$ cat config.mk
export PLATFORM = sky130hd
export DESIGN_NAME = xtbd_half_round
export DESIGN_NICKNAME = d
export VERILOG_FILES = /design/src/rtl/xtbd_pkg.sv /design/src/rtl/xtbd_half_round.sv
export SDC_FILE = /design/constraint.sdc
export NUM_CORES = 1
export LEC_CHECK = 0
export BUFFER_PORTS_ARGS = -buffer_cell sky130_fd_sc_hd__clkbuf_2
export CAP_MARGIN = 20
export CORE_ASPECT_RATIO = 2
export CORE_MARGIN = 10
export CORE_UTILIZATION = 30
export CTS_CLUSTER_SIZE = 12
export DETAILED_ROUTE_END_ITERATION = 10
export PLACE_DENSITY_LB_ADDON = 0.3
export SYNTH_ARGS = -nofsm -noshare
export SYNTH_HDL_FRONTEND = slang
export SYNTH_SLANG_ARGS = --single-unit
$ cat constraint.sdc
create_clock -name aclk -period 9.55 [get_ports aclk]
set_clock_uncertainty 0.1 [all_clocks]
set_input_delay 0 -clock aclk [delete_from_list [all_inputs] [get_ports aclk]]
set_output_delay 0 -clock aclk [all_outputs]
set_load 0.005 [all_outputs]
$ cat src/rtl/xtbd_pkg.sv
package xtbd_pkg;

    // Cipher constants
    localparam int          WORD_W  = 32;
    localparam int          ROUND_W = 7;
    localparam int          CFG_IDX_W = 3;
    localparam logic [WORD_W-1:0] XTEA_DELTA = 32'h9E37_79B9;
    localparam logic [ROUND_W-1:0] RESET_ROUNDS = 7'd32;

    // Configuration register indexes
    typedef enum logic [CFG_IDX_W-1:0] {
        REG_KEY0   = 3'd0,
        REG_KEY1   = 3'd1,
        REG_KEY2   = 3'd2,
        REG_KEY3   = 3'd3,
        REG_ROUNDS = 3'd4
    } xtbd_reg_t;

    // Four key words, selected by a two-bit index
    typedef logic [3:0][WORD_W-1:0] xtbd_key_t;

    // One block in flight, with its own sum and round count
    typedef struct packed {
        logic [WORD_W-1:0]  v0;
        logic [WORD_W-1:0]  v1;
        logic [WORD_W-1:0]  sum;
        logic [ROUND_W-1:0] rounds;
    } xtbd_blk_t;

    // Shift-xor-add mixing of one word
    function automatic logic [WORD_W-1:0] mix_word(input logic [WORD_W-1:0] x);
        mix_word = ((x << 4) ^ (x >> 5)) + x;
    endfunction

endpackage

$ cat src/rtl/xtbd_half_round.sv
module xtbd_half_round
    import xtbd_pkg::*;
#(
    parameter int HALF_IDX = 0
) (
    input  logic      aclk,
    input  logic      aresetn,
    input  logic      advance,
    input  logic      in_valid,
    input  xtbd_blk_t in_blk,
    input  xtbd_key_t key,
    output logic      out_valid,
    output xtbd_blk_t out_blk
);

    localparam logic [ROUND_W-1:0] ROUND_NUM = ROUND_W'(HALF_IDX / 2);
    localparam bit                 ODD_HALF  = (HALF_IDX % 2) == 1;

    logic              valid_reg;
    xtbd_blk_t         blk_reg;
    xtbd_blk_t         blk_next;
    logic              active;
    logic [1:0]        key_sel;
    logic [WORD_W-1:0] mix_in;
    logic [WORD_W-1:0] round_f;

    // Undo one half of a round; rounds beyond the block's count pass it on unchanged
    always_comb begin
        active   = ROUND_NUM < in_blk.rounds;
        blk_next = in_blk;
        if (ODD_HALF) begin
            key_sel = in_blk.sum[1:0];
            mix_in  = in_blk.v1;
        end else begin
            key_sel = in_blk.sum[12:11];
            mix_in  = in_blk.v0;
        end
        round_f = mix_word(mix_in) ^ (in_blk.sum + key[key_sel]);
        if (active) begin
            if (ODD_HALF) begin
                blk_next.v0 = in_blk.v0 - round_f;
            end else begin
                blk_next.v1  = in_blk.v1 - round_f;
                blk_next.sum = in_blk.sum - XTEA_DELTA;
            end
        end
    end

    // Advance the stage with the rest of the pipeline
    always_ff @(posedge aclk) begin
        if (!aresetn) begin
            valid_reg <= 1'b0;
        end else if (advance) begin
            valid_reg <= in_valid;
        end
    end

    always_ff @(posedge aclk) begin
        if (advance) begin
            blk_reg <= blk_next;
        end
    end

    assign out_valid = valid_reg;
    assign out_blk   = blk_reg;

endmodule
Word level (Yosys, flattened, before mapping)
Cells that the tools add are included.

Word-level logic and storage cells: 16. Memory bits (read-only): 0. Flip-flop bits (word level): 104. Bits in latches: 0. Input port bits: 235. Memories: 0. Output and inout port bits: 104. RAM bits: 0.

Reduce and logical (&&, ||, !) cells: 0. Shift-type cells: 0. Bitwise operators: 2. Mux-type cells: 3. Multiply operators: 0. Div/mod/pow operators: 0. Magnitude comparators: 2. $add $sub $neg: 4. Equal/unequal tests: 0.

Operators with widths (count): $add 32x32->32 (2); $bmux 32 s2 (1); $mux 64 (1); $mux 32 (1); $sub 32x32->32 (1); $sub 32x32->32 const B (1); $xor 32x27->32 (1); $xor 32x32->32 (1); $lt 1x7->1 const A (1); $lt 2x3->1 const B (1).

Depth between registers and ports, before layout
Depth in word-level cells: 6. Depth in mapped cells: 25. Depth with buffers taken out: 23.

Least setup slack after synthesis
Ideal clock, no wire load.

Path type: input port to flip-flop. Start: input port in_blk[18] (netlist bit). End: register blk_reg (netlist bit out_blk[69]), data pin. Cell stages on the path: 23. Required time: 9.195 ns. Arrival time: 5.310 ns. Setup time: 0.255 ns. Slack: 3.885 ns. Path buffers: 2. Path through: clkbuf_1 buf_1 mux4_2 ha_1 or2_1 a21o_1 a41o_1 a21oi_1 o21bai_1 a21o_1 a21oi_1 o21ai_0 xnor2_1 ha_1 a21o_1 a21o_1 a21o_1 a21o_1 a211oi_1 a21oi_1 o211ai_1 mux2i_1 nor2_1.

RTL lines: start: declaration (RTL line xtbd_half_round.sv:10) `input xtbd_blk_t in_blk,`; end signal: assignment (RTL line xtbd_half_round.sv:60) `blk_reg <= blk_next;`; end: declaration (RTL line xtbd_half_round.sv:20) `xtbd_blk_t blk_reg;`.

==> flow_summary.ini <==
[run_status]
outcome = finished clean

[place]
placed_area_um2 = 12010
io_buffers = 338
dp_hpwl_mm = 34.01
gp_congestion = 0.9161

[cells_and_area]
nets = 1755
drive_gt1_share_pct = 28.57
fillCellCount = 3348
fin_area_um2 = 13400
antenna_cells = 0
utilization_pct = 41.43
syn2layout_area_growth_pct = 36.27

[global_route]
grt_usage_pct = 19.27
grt_pass1_vias = 10240
overflow = 0
antenna_found_initial = 0
grt_start_max_net_pins = 62
grt_pass1_wl_mm = 60.34

[timing]
slew_viol_final = 0
max_freq_mhz = 176.6
setup_viol = 0
finalCriticalPeriod_ps = 5663
relSlewSlack_pct = 47.82
setup-tns-final_ps = 0
finalHoldViolations = 0
finalCritPeriodShare_pct = 59.30
rsz0062_at_grt = false
worst_pin_slew_ps = 782.7

[yosys]
avgSynthCellArea_um2 = 9.974
synth_edf_count = 103
synth_seq_cells = 104
seq_area_frac_synth_pct = 31.65
synthArstFlopShare_pct = 0
syn_nets = 1318
synth.distinct_cells = 62
syn_area_um2 = 9834
ys.flop_type = edfxtp_1
synth_cells = 986
yosysWarnings = 0

[setup_path]
r2r-end = out_valid$_SDFFE_PN0P_
reg2reg_depth = 3
path_class = input port to register
critPathCaptureType = register
rrSetupSlack_ps = 8300
cp_slowest_cell = mux4_2
slowest_delay_ps = 600
crit_top_cell = a21o_1
r2r_start = out_valid$_SDFFE_PN0P_
crit_fanout = 37
cp_cell_sequence = clkbuf_2 > buf_4 > mux4_2 > ha_1 > a211oi_1 > o211ai_1 > a41o_1 > a21oi_1 > o21bai_1 > a21o_1 > a21oi_1 > o21ai_0 > xnor2_1 > ha_1 > a21o_1 > a21o_1 > a21o_1 > a21o_1 > a211oi_1 > a21oi_1 > o211ai_1 > mux2i_1 > nor2_1
crit_path_start_kind = input port
worst_ep_required_time_ps = 9590
crit_arrival_ps = 5700

[clock_network]
clk_latency_ps = 380
clk_pin_slew_ps = 90
cts_tree = yes
h-tree-depth = 3
clockBufferDepth = 2
post_cts_buffers = 0
cts_sinks = 104
cts_root_buffer = clkbuf_16
tritoncts.num_buffers = 9

[floorplanning]
ios = 339
start_util_pct = 30.40
fp-row-count = 93
die_y_um = 276.1
die_x_um = 148.0
die_area_um2 = 40860
core_area_um2 = 32350

[power]
p_int_uw = 1584
ir_drop_mv = 0.09371
leakagePower_uw = 0.006012
clockPowerShare_pct = 14.4
switchingPower_uw = 1147
share_comb_of_total_power_pct = 60.3
p_sw_share_pct = 41.99
powerDensity_nw_per_um2 = 203.8
seq_power_share_pct = 25.3

[drt]
viasPerCell = 5.067
drc = 0
dr_total_vias = 9399
firstDrtPassIters = 6
ant_nets = 0
finalWirelength_mm = 40.24
drt_iter0_drc = 420
wl_per_cell_um = 21.69

[flow_run]
max_cap_viol_count = 0

[min_path]
whs_path_depth = 3
min_from = in_blk[53]
hold_path_class = input port to register
hold_end = out_blk[53]$_DFFE_PP_
==> cells by family after synthesis <==
kind of cell / Yosys count / synth area share [%]
xor gates and xnor gates: 170 / 15.14
adders and majority gates: 97 / 12.57
and+or+nand+nor: 228 / 11.08
DFF: 104 / 31.65
buffers and inverters: 55 / 2.099
AOI/OAI and AO/OA: 297 / 19.82
muxes: 35 / 7.634
==> sequential cells by signal, summed over array words and instances (netlist names) <==
name,flops
out_blk,103
out_valid,1
==> final cells by class <==
type | instances | area (um2) | area share, %
well taps | 427 | 534.3 | 3.987
repair buffers | 451 | 2813 | 20.99
clock buffers | 9 | 225.2 | 1.681
clock inverters | 7 | 86.33 | 0.6442
multi-input cells | 827 | 6518 | 48.63
inverters | 30 | 112.6 | 0.8403
flip-flops and latches | 104 | 3113 | 23.23
==> how the worst max path moves through the flow <==
stage	from	cells after the start	to
finish	in_blk[18]	23	out_blk[69]$_DFFE_PP_
global route	in_blk[18]	23	out_blk[69]$_DFFE_PP_
CTS	in_blk[18]	23	out_blk[69]$_DFFE_PP_
detailed placement	in_blk[18]	23	out_blk[69]$_DFFE_PP_
global placement	in_blk[18]	23	out_blk[69]$_DFFE_PP_
floorplan	in_blk[18]	23	out_blk[69]$_DFFE_PP_
==> Yosys cell counts, types with 4 or more instances <==
master / count / area [um2]
nor3_1: 14 / 70.07
nand2_1: 61 / 229.0
buf_1: 5 / 18.77
inv_1: 30 / 112.6
o21bai_1: 16 / 120.1
and2_1: 5 / 31.28
a211o_1: 4 / 35.03
o21a_1: 12 / 90.09
a31oi_1: 8 / 50.05
mux4_2: 32 / 720.7
xnor2_1: 108 / 945.9
and4_1: 4 / 35.03
xor2_1: 62 / 543.0
or3_1: 6 / 37.54
nor2_1: 66 / 247.7
nand2b_1: 12 / 75.07
a21oi_1: 93 / 465.5
clkbuf_1: 20 / 75.07
nor2b_1: 10 / 62.56
nand4_1: 8 / 50.05
ha_1: 94 / 1176
nand3_1: 19 / 95.09
o21ai_0: 52 / 260.3
a211oi_1: 12 / 90.09
o21ai_1: 4 / 20.02
edfxtp_1: 103 / 3093
and3_1: 12 / 75.07
a21o_1: 50 / 375.4
o31ai_1: 11 / 82.58
==> worst max-delay path, delay by kind of cell <==
kind,cells,cell delay [ps]
buf+inv,2,600
simple gates,1,60
mux,2,810
compound gates,15,3270
fa+ha+maj,2,660
xor+xnor,1,290
==> through the flow <==
stage / setup slack [ps] / hold WS [ps] / std cells / total power, uW
after floorplan: 3885 / -1.131 / 986 / 1784
after detailed placement: 3503 / 96.95 / 1731 / 2334
after global routing: 3258 / 29.30 / 1855 / 2949
final: 3887 / 57.02 / 1855 / 2731
after CTS: 3882 / 39.15 / 1855 / 2779
after global placement: 3582 / 96.81 / 1731 / 2325
==> power groups by stage <==
| stage | logic, uW | registers, uW | clock network [uW] |
|---|---|---|---|
| floorplan | 1070 | 712 | 0 |
| global placement | 1620 | 701 | 0 |
| detailed placement | 1630 | 703 | 0 |
| CTS | 1680 | 693 | 408 |
| global route | 1830 | 700 | 422 |
| finish | 1650 | 691 | 393 |
==> layer usage <==
layer / up-vias / wire length (um) / global-route usage (%)
met4: 0 / 1943 / 10.01
met5: - / 0 / 0
li1: 4584 / - / -
met3: 68 / 1461 / 2.828
met2: 260 / 24130 / 39.53
met1: 4487 / 12710 / 16.93
==> placed cells by master, fill, tap and decap left out, drive strengths merged, types with 3 or more instances in the layout <==
cell / instances
clkbuf: 346
xnor2: 108
dlygate4sd3: 108
edfxtp: 103
a21oi: 96
ha: 94
nor2: 66
xor2: 62
nand2: 61
o21ai: 57
a21o: 50
mux4: 32
inv: 32
nand3: 19
o21bai: 16
nor3: 14
a211oi: 13
o21a: 12
nand2b: 12
and3: 12
o31ai: 11
nor2b: 10
a31oi: 8
nand4: 8
and2: 6
or3: 6
buf: 6
clkinv: 5
and4: 4
a211o: 4
o211ai: 4
a41oi: 3
mux2i: 3
fa: 3
==> what timing repair did <==
action / 4_1_cts / 5_1_grt
hold endpoints to repair: 101 / 0
resized for setup: 0 / 0
hold buffers: 108 / 0
No activity file was read; power rests on OpenSTA's default activity.
